`src/hw/rtl/mmss_countdown_timer_controller_core_defines.svh`:
```
// assertion macros for the timer controller core rtl
`ifndef MMSS_COUNTDOWN_TIMER_CONTROLLER_CORE_DEFINES_SVH
`define MMSS_COUNTDOWN_TIMER_CONTROLLER_CORE_DEFINES_SVH

// consequence must hold in the same cycle as the trigger
`define MCDT_ASSERT_SAME(label, ante, cons, msg) \
   label: assert property (@(posedge clock) disable iff (reset) (ante) |-> (cons)) \
      else $error(msg);

// consequence must hold in the cycle after the trigger
`define MCDT_ASSERT_NEXT(label, ante, cons, msg) \
   label: assert property (@(posedge clock) disable iff (reset) (ante) |=> (cons)) \
      else $error(msg);

`endif

```
`src/hw/rtl/mcdt_pkg.sv`:
```
`timescale 1ns / 1ps
`default_nettype none

package mcdt_pkg;

   // digit limits
   localparam logic [3:0] TENS_MAX  = 4'd5;
   localparam logic [3:0] UNITS_MAX = 4'd9;

   // csr reset values
   localparam logic [15:0] TPS_RESET         = 16'd1000;
   localparam logic [23:0] IDLE_RESET        = 24'd60000;
   localparam logic [23:0] ALARM_IV_RESET    = 24'd500;
   localparam logic [15:0] ALARM_LIMIT_RESET = 16'd120;

   localparam logic [1:0] CURSOR_RESET = 2'd2;
   localparam logic [1:0] CURSOR_MAX   = 2'd3;

   // button bit positions
   localparam int BTN_RIGHT  = 0;
   localparam int BTN_LEFT   = 1;
   localparam int BTN_UP     = 2;
   localparam int BTN_DOWN   = 3;
   localparam int BTN_CENTER = 4;

   localparam int CSR_INDEX_W = 2;
   localparam int CSR_DATA_W  = 24;

   typedef enum logic [CSR_INDEX_W-1:0] {
      CSR_TICKS_PER_SECOND     = 2'd0,
      CSR_IDLE_POWERDOWN_TICKS = 2'd1,
      CSR_ALARM_INTERVAL_TICKS = 2'd2,
      CSR_ALARM_LIMIT          = 2'd3
   } csr_index_type;

   typedef enum logic [1:0] {
      MODE_IDLE  = 2'd0,
      MODE_COUNT = 2'd1,
      MODE_ALARM = 2'd2,
      MODE_DOWN  = 2'd3
   } mode_type;

   typedef struct packed {
      logic [15:0] ticks_per_second;
      logic [23:0] idle_powerdown_ticks;
      logic [23:0] alarm_interval_ticks;
      logic [15:0] alarm_limit;
   } cfg_type;

   typedef struct packed {
      logic       kind;
      logic [4:0] buttons;
   } req_type;

   typedef struct packed {
      logic [3:0] sec_units;
      logic [2:0] sec_tens;
      logic [3:0] min_units;
      logic [2:0] min_tens;
      logic [1:0] cursor_pos;
      logic       cursor_shown;
      logic [1:0] mode;
      logic       alarm_flag;
      logic       alarm_sound;
   } rsp_type;

   // odd positions are tens digits
   function automatic logic [3:0] digit_limit(input logic [1:0] pos);
      return pos[0] ? TENS_MAX : UNITS_MAX;
   endfunction

endpackage

`default_nettype wire

```
`src/hw/rtl/mcdt_csr.sv`:
```
`timescale 1ns / 1ps
`default_nettype none

module mcdt_csr (
   input  wire logic                               clock,
   input  wire logic                               reset,
   input  wire logic                               csr_write_en,
   input  wire logic [mcdt_pkg::CSR_INDEX_W-1:0]   csr_index,
   input  wire logic [mcdt_pkg::CSR_DATA_W-1:0]    csr_wdata,
   output mcdt_pkg::cfg_type                       cfg
);

   mcdt_pkg::cfg_type cfg_ff;
   mcdt_pkg::cfg_type cfg_in;

   // register write decode
   always_comb begin
      cfg_in = cfg_ff;
      if (csr_write_en) begin
         case (mcdt_pkg::csr_index_type'(csr_index))
            mcdt_pkg::CSR_TICKS_PER_SECOND: begin
               cfg_in.ticks_per_second = csr_wdata[15:0];
            end
            mcdt_pkg::CSR_IDLE_POWERDOWN_TICKS: begin
               cfg_in.idle_powerdown_ticks = csr_wdata;
            end
            mcdt_pkg::CSR_ALARM_INTERVAL_TICKS: begin
               cfg_in.alarm_interval_ticks = csr_wdata;
            end
            mcdt_pkg::CSR_ALARM_LIMIT: begin
               cfg_in.alarm_limit = csr_wdata[15:0];
            end
            default: begin
               cfg_in = cfg_ff;
            end
         endcase
      end
   end

   always_ff @(posedge clock) begin
      if (reset) begin
         cfg_ff.ticks_per_second     <= mcdt_pkg::TPS_RESET;
         cfg_ff.idle_powerdown_ticks <= mcdt_pkg::IDLE_RESET;
         cfg_ff.alarm_interval_ticks <= mcdt_pkg::ALARM_IV_RESET;
         cfg_ff.alarm_limit          <= mcdt_pkg::ALARM_LIMIT_RESET;
      end else begin
         cfg_ff <= cfg_in;
      end
   end

   assign cfg = cfg_ff;

endmodule

`default_nettype wire

```
`src/hw/rtl/mcdt_engine.sv`:
```
`timescale 1ns / 1ps
`default_nettype none

module mcdt_engine (
   input  wire logic                clock,
   input  wire logic                reset,
   input  wire mcdt_pkg::cfg_type   cfg,
   input  wire logic                step_en,
   input  wire mcdt_pkg::req_type   item,
   output mcdt_pkg::rsp_type        result
);

   logic [31:0]        now_ff, now_in;
   logic [31:0]        deadline_ff, deadline_in;
   logic [3:0]         digits_ff [4];
   logic [3:0]         digits_in [4];
   logic [1:0]         cursor_ff, cursor_in;
   mcdt_pkg::mode_type mode_ff, mode_in;
   logic [15:0]        alarm_count_ff, alarm_count_in;
   logic               mark_ff, mark_in;
   logic               sound_ff, sound_in;

   logic [4:0]  btn;
   logic        expired;
   logic [31:0] idle_sum, tps_sum, alarm_sum, dl_tps, dl_alarm;
   logic [15:0] count_inc;
   logic        borrow_done;

   // time base and deadline candidates, time frozen once powered down
   always_comb begin
      btn       = item.kind ? item.buttons : 5'd0;
      now_in    = (mode_ff == mcdt_pkg::MODE_DOWN) ? now_ff :
                  now_ff + {31'd0, ~item.kind};
      expired   = now_in >= deadline_ff;
      idle_sum  = now_in + {8'd0, cfg.idle_powerdown_ticks};
      tps_sum   = now_in + {16'd0, cfg.ticks_per_second};
      alarm_sum = now_in + {8'd0, cfg.alarm_interval_ticks};
      dl_tps    = deadline_ff + {16'd0, cfg.ticks_per_second};
      dl_alarm  = deadline_ff + {8'd0, cfg.alarm_interval_ticks};
      count_inc = alarm_count_ff + 16'd1;
   end

   // mode update for one word
   always_comb begin
      deadline_in    = deadline_ff;
      digits_in      = digits_ff;
      cursor_in      = cursor_ff;
      mode_in        = mode_ff;
      alarm_count_in = alarm_count_ff;
      mark_in        = mark_ff;
      sound_in       = sound_ff;
      borrow_done    = 1'b0;
      case (mode_ff)
         mcdt_pkg::MODE_IDLE: begin
            if (btn == 5'd0) begin
               if (expired) begin
                  mode_in = mcdt_pkg::MODE_DOWN;
               end
            end else begin
               // cursor moves first, then the digit under the new cursor
               if (btn[mcdt_pkg::BTN_RIGHT] && cursor_in != 2'd0) begin
                  cursor_in = cursor_in - 2'd1;
               end
               if (btn[mcdt_pkg::BTN_LEFT] && cursor_in != mcdt_pkg::CURSOR_MAX) begin
                  cursor_in = cursor_in + 2'd1;
               end
               if (btn[mcdt_pkg::BTN_UP] &&
                   digits_in[cursor_in] < mcdt_pkg::digit_limit(cursor_in)) begin
                  digits_in[cursor_in] = digits_in[cursor_in] + 4'd1;
               end
               if (btn[mcdt_pkg::BTN_DOWN] && digits_in[cursor_in] != 4'd0) begin
                  digits_in[cursor_in] = digits_in[cursor_in] - 4'd1;
               end
               if (btn[3:0] != 4'd0) begin
                  deadline_in = idle_sum;
               end
               if (btn[mcdt_pkg::BTN_CENTER]) begin
                  if ((digits_in[0] | digits_in[1] | digits_in[2] | digits_in[3]) != 4'd0)
                  begin
                     mode_in     = mcdt_pkg::MODE_COUNT;
                     deadline_in = tps_sum;
                  end else begin
                     mode_in     = mcdt_pkg::MODE_ALARM;
                     deadline_in = alarm_sum;
                     mark_in     = 1'b1;
                     sound_in    = ~sound_ff;
                  end
               end
            end
         end
         mcdt_pkg::MODE_COUNT: begin
            if (btn != 5'd0) begin
               mode_in     = mcdt_pkg::MODE_IDLE;
               deadline_in = idle_sum;
               for (int i = 0; i < 4; i++) begin
                  digits_in[i] = 4'd0;
               end
            end else if (expired) begin
               // bcd borrow: zero digits wrap to their limit
               for (int i = 0; i < 4; i++) begin
                  if (!borrow_done) begin
                     if (digits_in[i] != 4'd0) begin
                        digits_in[i] = digits_in[i] - 4'd1;
                        borrow_done  = 1'b1;
                     end else begin
                        digits_in[i] = mcdt_pkg::digit_limit(2'(i));
                     end
                  end
               end
               if ((digits_in[0] | digits_in[1] | digits_in[2] | digits_in[3]) != 4'd0)
               begin
                  deadline_in = dl_tps;
               end else begin
                  mode_in     = mcdt_pkg::MODE_ALARM;
                  deadline_in = alarm_sum;
                  mark_in     = 1'b1;
                  sound_in    = ~sound_ff;
               end
            end
         end
         mcdt_pkg::MODE_ALARM: begin
            if (btn != 5'd0) begin
               mode_in        = mcdt_pkg::MODE_IDLE;
               deadline_in    = idle_sum;
               mark_in        = 1'b0;
               sound_in       = 1'b0;
               alarm_count_in = 16'd0;
            end else if (expired) begin
               alarm_count_in = count_inc;
               if (count_inc >= cfg.alarm_limit) begin
                  mode_in = mcdt_pkg::MODE_DOWN;
               end else begin
                  mark_in     = 1'b1;
                  sound_in    = ~sound_ff;
                  deadline_in = dl_alarm;
               end
            end
         end
         default: begin
            // powered down: everything frozen until reset
         end
      endcase
   end

   // state registers
   always_ff @(posedge clock) begin
      if (reset) begin
         now_ff         <= 32'd0;
         deadline_ff    <= {8'd0, mcdt_pkg::IDLE_RESET};
         for (int i = 0; i < 4; i++) begin
            digits_ff[i] <= 4'd0;
         end
         cursor_ff      <= mcdt_pkg::CURSOR_RESET;
         mode_ff        <= mcdt_pkg::MODE_IDLE;
         alarm_count_ff <= 16'd0;
         mark_ff        <= 1'b0;
         sound_ff       <= 1'b0;
      end else if (step_en) begin
         now_ff         <= now_in;
         deadline_ff    <= deadline_in;
         digits_ff      <= digits_in;
         cursor_ff      <= cursor_in;
         mode_ff        <= mode_in;
         alarm_count_ff <= alarm_count_in;
         mark_ff        <= mark_in;
         sound_ff       <= sound_in;
      end
   end

   // result word shows the state after this item
   always_comb begin
      result.sec_units    = digits_in[0];
      result.sec_tens     = digits_in[1][2:0];
      result.min_units    = digits_in[2];
      result.min_tens     = digits_in[3][2:0];
      result.cursor_pos   = cursor_in;
      result.cursor_shown = mode_in == mcdt_pkg::MODE_IDLE;
      result.mode         = mode_in;
      result.alarm_flag   = mark_in;
      result.alarm_sound  = sound_in;
   end

endmodule

`default_nettype wire

```
`src/hw/rtl/mmss_countdown_timer_controller_core.sv`:
```
// mm:ss countdown timer controller
// req channel: one word per event, kind 0 is one tick, kind 1 carries a
// button mask (right, left, up, down, center, handled in that order).
// rsp channel: exactly one word per req word, holding the digits, cursor,
// mode and alarm indicators after that event.
// csr port: four registers written with csr_write_en, csr_index and
// csr_wdata; write them only while no word is in flight.
// path: the accepting edge loads the input register, and the state update
// is stored in the result register, raising rsp_valid, once that register
// is empty or being read.
// throughput: one word per cycle while rsp is taken; the state update is a
// single pass of logic, so each word sees the state left by the one before.
// reset: registers return to 1000, 60000, 500 and 120, time to zero,
// digits cleared, cursor on the minutes units digit, idle mode.
// stall: while rsp is held, the input register still takes one more word;
// req_ready drops only when both the input and result registers are full.
// powered down mode ignores every event until reset but still answers.
`timescale 1ns / 1ps
`default_nettype none
`include "mmss_countdown_timer_controller_core_defines.svh"

module mmss_countdown_timer_controller_core (
   input  wire logic                               clock,
   input  wire logic                               reset,
   input  wire logic                               req_valid,
   output logic                                    req_ready,
   input  wire mcdt_pkg::req_type                  req_data,
   output logic                                    rsp_valid,
   input  wire logic                               rsp_ready,
   output mcdt_pkg::rsp_type                       rsp_data,
   input  wire logic                               csr_write_en,
   input  wire logic [mcdt_pkg::CSR_INDEX_W-1:0]   csr_index,
   input  wire logic [mcdt_pkg::CSR_DATA_W-1:0]    csr_wdata
);

   mcdt_pkg::cfg_type cfg;
   mcdt_pkg::rsp_type step_result;

   logic              in_valid_ff, in_valid_in;
   mcdt_pkg::req_type in_data_ff;
   logic              rsp_valid_ff, rsp_valid_in;
   mcdt_pkg::rsp_type rsp_data_ff;
   logic              advance;

   mcdt_csr u_csr (
      .clock        (clock),
      .reset        (reset),
      .csr_write_en (csr_write_en),
      .csr_index    (csr_index),
      .csr_wdata    (csr_wdata),
      .cfg          (cfg)
   );

   mcdt_engine u_engine (
      .clock   (clock),
      .reset   (reset),
      .cfg     (cfg),
      .step_en (advance),
      .item    (in_data_ff),
      .result  (step_result)
   );

   // handshake control
   always_comb begin
      advance     = in_valid_ff && (!rsp_valid_ff || rsp_ready);
      req_ready   = !in_valid_ff || advance;
      in_valid_in = (req_valid && req_ready) ? 1'b1 :
                    (advance ? 1'b0 : in_valid_ff);
      rsp_valid_in = advance ? 1'b1 : (rsp_ready ? 1'b0 : rsp_valid_ff);
   end

   // valid flags
   always_ff @(posedge clock) begin
      if (reset) begin
         in_valid_ff  <= 1'b0;
         rsp_valid_ff <= 1'b0;
      end else begin
         in_valid_ff  <= in_valid_in;
         rsp_valid_ff <= rsp_valid_in;
      end
   end

   // payload registers
   always_ff @(posedge clock) begin
      if (req_valid && req_ready) begin
         in_data_ff <= req_data;
      end
      if (advance) begin
         rsp_data_ff <= step_result;
      end
   end

   assign rsp_valid = rsp_valid_ff;
   assign rsp_data  = rsp_data_ff;

   `MCDT_ASSERT_NEXT(a_advance_fills_rsp, advance, rsp_valid_ff,
      "processed word did not reach the result register")
   `MCDT_ASSERT_NEXT(a_held_word_waits, in_valid_ff && !advance,
      in_valid_ff && $stable(in_data_ff), "waiting input word was lost or changed")
   `MCDT_ASSERT_SAME(a_cursor_shown_idle, rsp_valid_ff,
      rsp_data_ff.cursor_shown == (rsp_data_ff.mode == mcdt_pkg::MODE_IDLE),
      "cursor_shown disagrees with mode")
   `MCDT_ASSERT_SAME(a_digit_range, rsp_valid_ff,
      rsp_data_ff.sec_units <= mcdt_pkg::UNITS_MAX &&
      rsp_data_ff.min_units <= mcdt_pkg::UNITS_MAX &&
      {1'b0, rsp_data_ff.sec_tens} <= mcdt_pkg::TENS_MAX &&
      {1'b0, rsp_data_ff.min_tens} <= mcdt_pkg::TENS_MAX,
      "digit out of range")
   `MCDT_ASSERT_NEXT(a_powerdown_sticks,
      rsp_valid_ff && rsp_data_ff.mode == mcdt_pkg::MODE_DOWN,
      rsp_data_ff.mode == mcdt_pkg::MODE_DOWN, "left powered down mode without reset")

endmodule

`default_nettype wire
```
`config.mk`:
```
export PLATFORM = sky130hd
export DESIGN_NAME = mmss_countdown_timer_controller_core
export DESIGN_NICKNAME = d
export VERILOG_FILES = /design/src/hw/rtl/mcdt_pkg.sv /design/src/hw/rtl/mcdt_csr.sv /design/src/hw/rtl/mcdt_engine.sv /design/src/hw/rtl/mmss_countdown_timer_controller_core.sv
export VERILOG_INCLUDE_DIRS = /design/src /design/src/hw/rtl
export SDC_FILE = /design/constraint.sdc
export NUM_CORES = 1
export LEC_CHECK = 0
export BUFFER_PORTS_ARGS = -buffer_cell sky130_fd_sc_hd__buf_2
export CORE_AREA = 2 2 157 274
export CTS_BUF_LIST = sky130_fd_sc_hd__clkbuf_4
export CTS_CLUSTER_SIZE = 10
export DETAILED_ROUTE_END_ITERATION = 8
export DIE_AREA = 0 0 159 276
export GPL_ROUTABILITY_DRIVEN = 0
export SETUP_SLACK_MARGIN = 0.05
export SLEW_MARGIN = 20
export SYNTH_ARGS = -nofsm -noshare
export SYNTH_HDL_FRONTEND = slang
export SYNTH_SLANG_ARGS = --single-unit
```
`constraint.sdc`:
```
create_clock -name clock -period 17.4 [get_ports clock]
set_input_delay 1.74 -clock clock [delete_from_list [all_inputs] [get_ports clock]]
set_output_delay 1.74 -clock clock [all_outputs]
set_load 0.005 [all_outputs]
```
==> flow_summary.yaml <==
global_routing:
  grt_pass1_vias: 19000
  grt_busiest_layer: "met2"
  grt_first_pass_wirelength_mm: 101
  gr-usage-met1: 0.285
  antenna_found_initial: 2
  grt_max_degree: 85
  track_usage: 0.288
  overflow: 0
  use_met3: 0.0407
  use_met2: 0.547
power_and_ir_drop:
  p_sw_mw: 0.452
  finalPower_mw: 1.28
  seqPwrFrac: 0.416
  clock_power_share: 0.340
  intPower_mw: 0.832
  irDropWorstVdd_v: 0.0000403
  p_per_area_nw_per_um2: 64.1
  leakage_nw: 8.45
  combPwrFrac: 0.244
  swShare: 0.352
drt:
  postRouteWirelength_mm: 65.1
  drt_pass1_iterations: 6
  dr_total_vias: 18800
  wl_per_cell_um: 20.9
  antenna_left: 0
  drc_errors: 0
  drt-initial-drc-count: 1123
  viasPerCell: 6.03
setup_path:
  arrival_ns: 9.48
  critPathMaxFanout: 41
  cp.required_ns: 18.04
  criticalPathCategory: "register to register"
  start_kind: "register"
  critPathBufInv: 3
  startpoint: "u_engine.cursor_ff[0]$_SDFFE_PP0P_"
  crit_path_frequent_cell: "ha_1"
  regToRegStartpoint: "u_engine.cursor_ff[0]$_SDFFE_PP0P_"
  critPathCaptureType: "register"
  cp_slowest_cell: "a221oi_1"
  crit_family: "compound AO/OA/AOI/OAI gates"
  critPathMaxStageDelay_ns: 0.71
logic_synthesis:
  ys_types: 95
  yosysWarnings: 0
  synth_area_per_cell_um2: 7.45
  syn_area_um2: 18600
  synth-seq-cells: 211
  yosysMostFrequentCell: "nand2_1"
  netlist_top_cells_area: "dfxtp_1 (20%), ha_1 (11%), nand2_1 (7.3%), xnor2_1 (6.4%), a21oi_1 (6.1%)"
  synth-seq-area-share: 0.242
  syn_inst: 2493
  synth_commonest_cells: "nand2_1 (362), a21oi_1 (227), nor2_1 (206)"
  synth_edf_count: 27
  yosysTopAreaCellShare: 0.198
  syn_nets: 2701
  synth_largest_area_cell: "dfxtp_1"
  synthFlopType: "dfxtp_1"
  async_reset_ff_frac: 0
outcome:
  status: "finished clean"
floorplan:
  ioPinCount: 60
  coreArea_um2: 41600
  start_util: 0.446
  rows: 99
  fp.dieArea_um2: 43900
  fp.dieW_um: 159
  die_h_um: 276
hold_path:
  min-delay-start: "u_csr.cfg[8]$_SDFFE_PP0P_"
  worstHoldPathType: "register to register"
timing:
  skew_ns: 0.0867
  finalCritPeriodShare: 0.508
  period_needed_ns: 8.84
  relSlewSlack: 0.261
  rsz0062_at_grt: "no"
  fin_setup_tns_ns: 0
  finalSetupViolCount: 0
  finalHoldViolations: 0
  timing.fmax_mhz: 113
  slew_viol_final: 0
  tightest_slew_ns: 1.10
cts:
  clockBufferDepth: 3
  cts_sinks: 211
  cts_tree: "built"
  ctsResizeCount: 0
  cts_hold_buf: 0
  htree_levels: 2
  cts-root-buf: "clkbuf_4"
  worstSkewPairLatency_ns: 0.78
  post_cts_buffers: 0
  numCtsBuffers: 55
  clk_pin_slew_worst_paths_ns: 0.07
finish:
  nets: 2726
  area_growth_pct: 7.82
  drive_gt1_frac: 0.0822
placement:
  io_buffers: 59
  place_hpwl_mm: 49.1
job:
  drv_cap: 0
-- final timing paths --
check | end | slack (ns) | depth (start not counted)
max reg2reg | u_engine.deadline_ff[6]$_SDFFE_PP1P_ | 8.56 | 28
min | u_csr.cfg[8]$_SDFFE_PP0P_ | 0.46 | 2
min reg2reg | u_csr.cfg[8]$_SDFFE_PP0P_ | 0.46 | 2
max | u_engine.deadline_ff[6]$_SDFFE_PP1P_ | 8.56 | 28
-- per-stage QoR --
stage	instance area, µm²	util	hold WS, ns	setup WS, ns	std cells
global placement	19300	0.465	0.444	9.03	3015
global route	20000	0.481	0.482	8.13	3113
CTS	20000	0.480	0.460	8.78	3110
finish	20000	0.481	0.459	8.56	3113
floorplan	18600	-	0.436	10.81	2493
detailed placement	19300	0.465	0.451	8.80	3015
-- power groups by stage --
stage	registers (mW)	clock network (mW)	logic [mW]
3_5_place_dp	0.544	0	0.307
4_1_cts	0.533	0.448	0.308
2_1_floorplan	0.534	0	0.224
6_report	0.534	0.436	0.314
5_1_grt	0.536	0.469	0.341
3_3_place_gp	0.544	0	0.302
-- logic make-up after synthesis --
family                   after synthesis  share of synthesized area
adder cells (fa/ha/maj)              171                      0.117
XOR/XNOR                             206                     0.0976
AND/OR/NAND/NOR                      890                      0.220
flip-flops                           211                      0.242
buffers and inverters                239                     0.0497
multiplexers                          31                     0.0187
AO/OA/AOI/OAI                        745                      0.255
-- layout make-up --
cell class | count | area (µm²)
antenna | 2 | 5.00
fill | 4408 | 21600
multi-input combinational | 2043 | 13200
timing repair buffer | 85 | 497
tap | 555 | 694
sequential | 211 | 4490
inverter | 122 | 458
clock inverter | 22 | 114
clock buffer | 73 | 548
-- layout by cell type (no fill, tap or decap), types with 40 or more instances in the layout --
| master | n |
|---|---|
| a211oi_1 | 40 |
| a21oi_1 | 227 |
| a21o_1 | 52 |
| clkbuf_4 | 73 |
| o21ai_0 | 185 |
| dfxtp_1 | 184 |
| inv_1 | 119 |
| xor2_1 | 69 |
| nor3_1 | 58 |
| xnor2_1 | 136 |
| buf_2 | 58 |
| nand2_1 | 362 |
| nor2_1 | 204 |
| nand3_1 | 80 |
| ha_1 | 166 |
-- worst register-to-register path, delay by kind of cell, from the launching register on --
| family | cells | cell delay (ns) |
|---|---|---|
| AOI/OAI and AO/OA | 8 | 2.68 |
| muxes | 1 | 0.65 |
| and+or+nand+nor | 10 | 2.50 |
| buffers and inverters | 3 | 0.76 |
| xor gates and xnor gates | 2 | 0.56 |
| adders and majority gates | 4 | 0.96 |
| DFF | 1 | 0.59 |
-- sequential cells by signal, indices dropped and copies added (netlist names) --
signal                   flops
in_data_ff                   6
in_valid_ff                  1
rsp_data                    21
rsp_valid                    1
u_csr.cfg                   80
u_engine.alarm_count_ff     16
u_engine.cursor_ff           2
u_engine.deadline_ff        32
u_engine.digits_ff          16
u_engine.mark_ff             1
u_engine.mode_ff             2
u_engine.now_ff             32
u_engine.sound_ff            1
-- routing by layer --
layer	vias to the layer above	wire, µm
li1	8996	-
met1	8766	23000
met2	719	33800
met3	286	3360
met4	2	4940
met5	-	13
(Power assumes the default switching activity.)
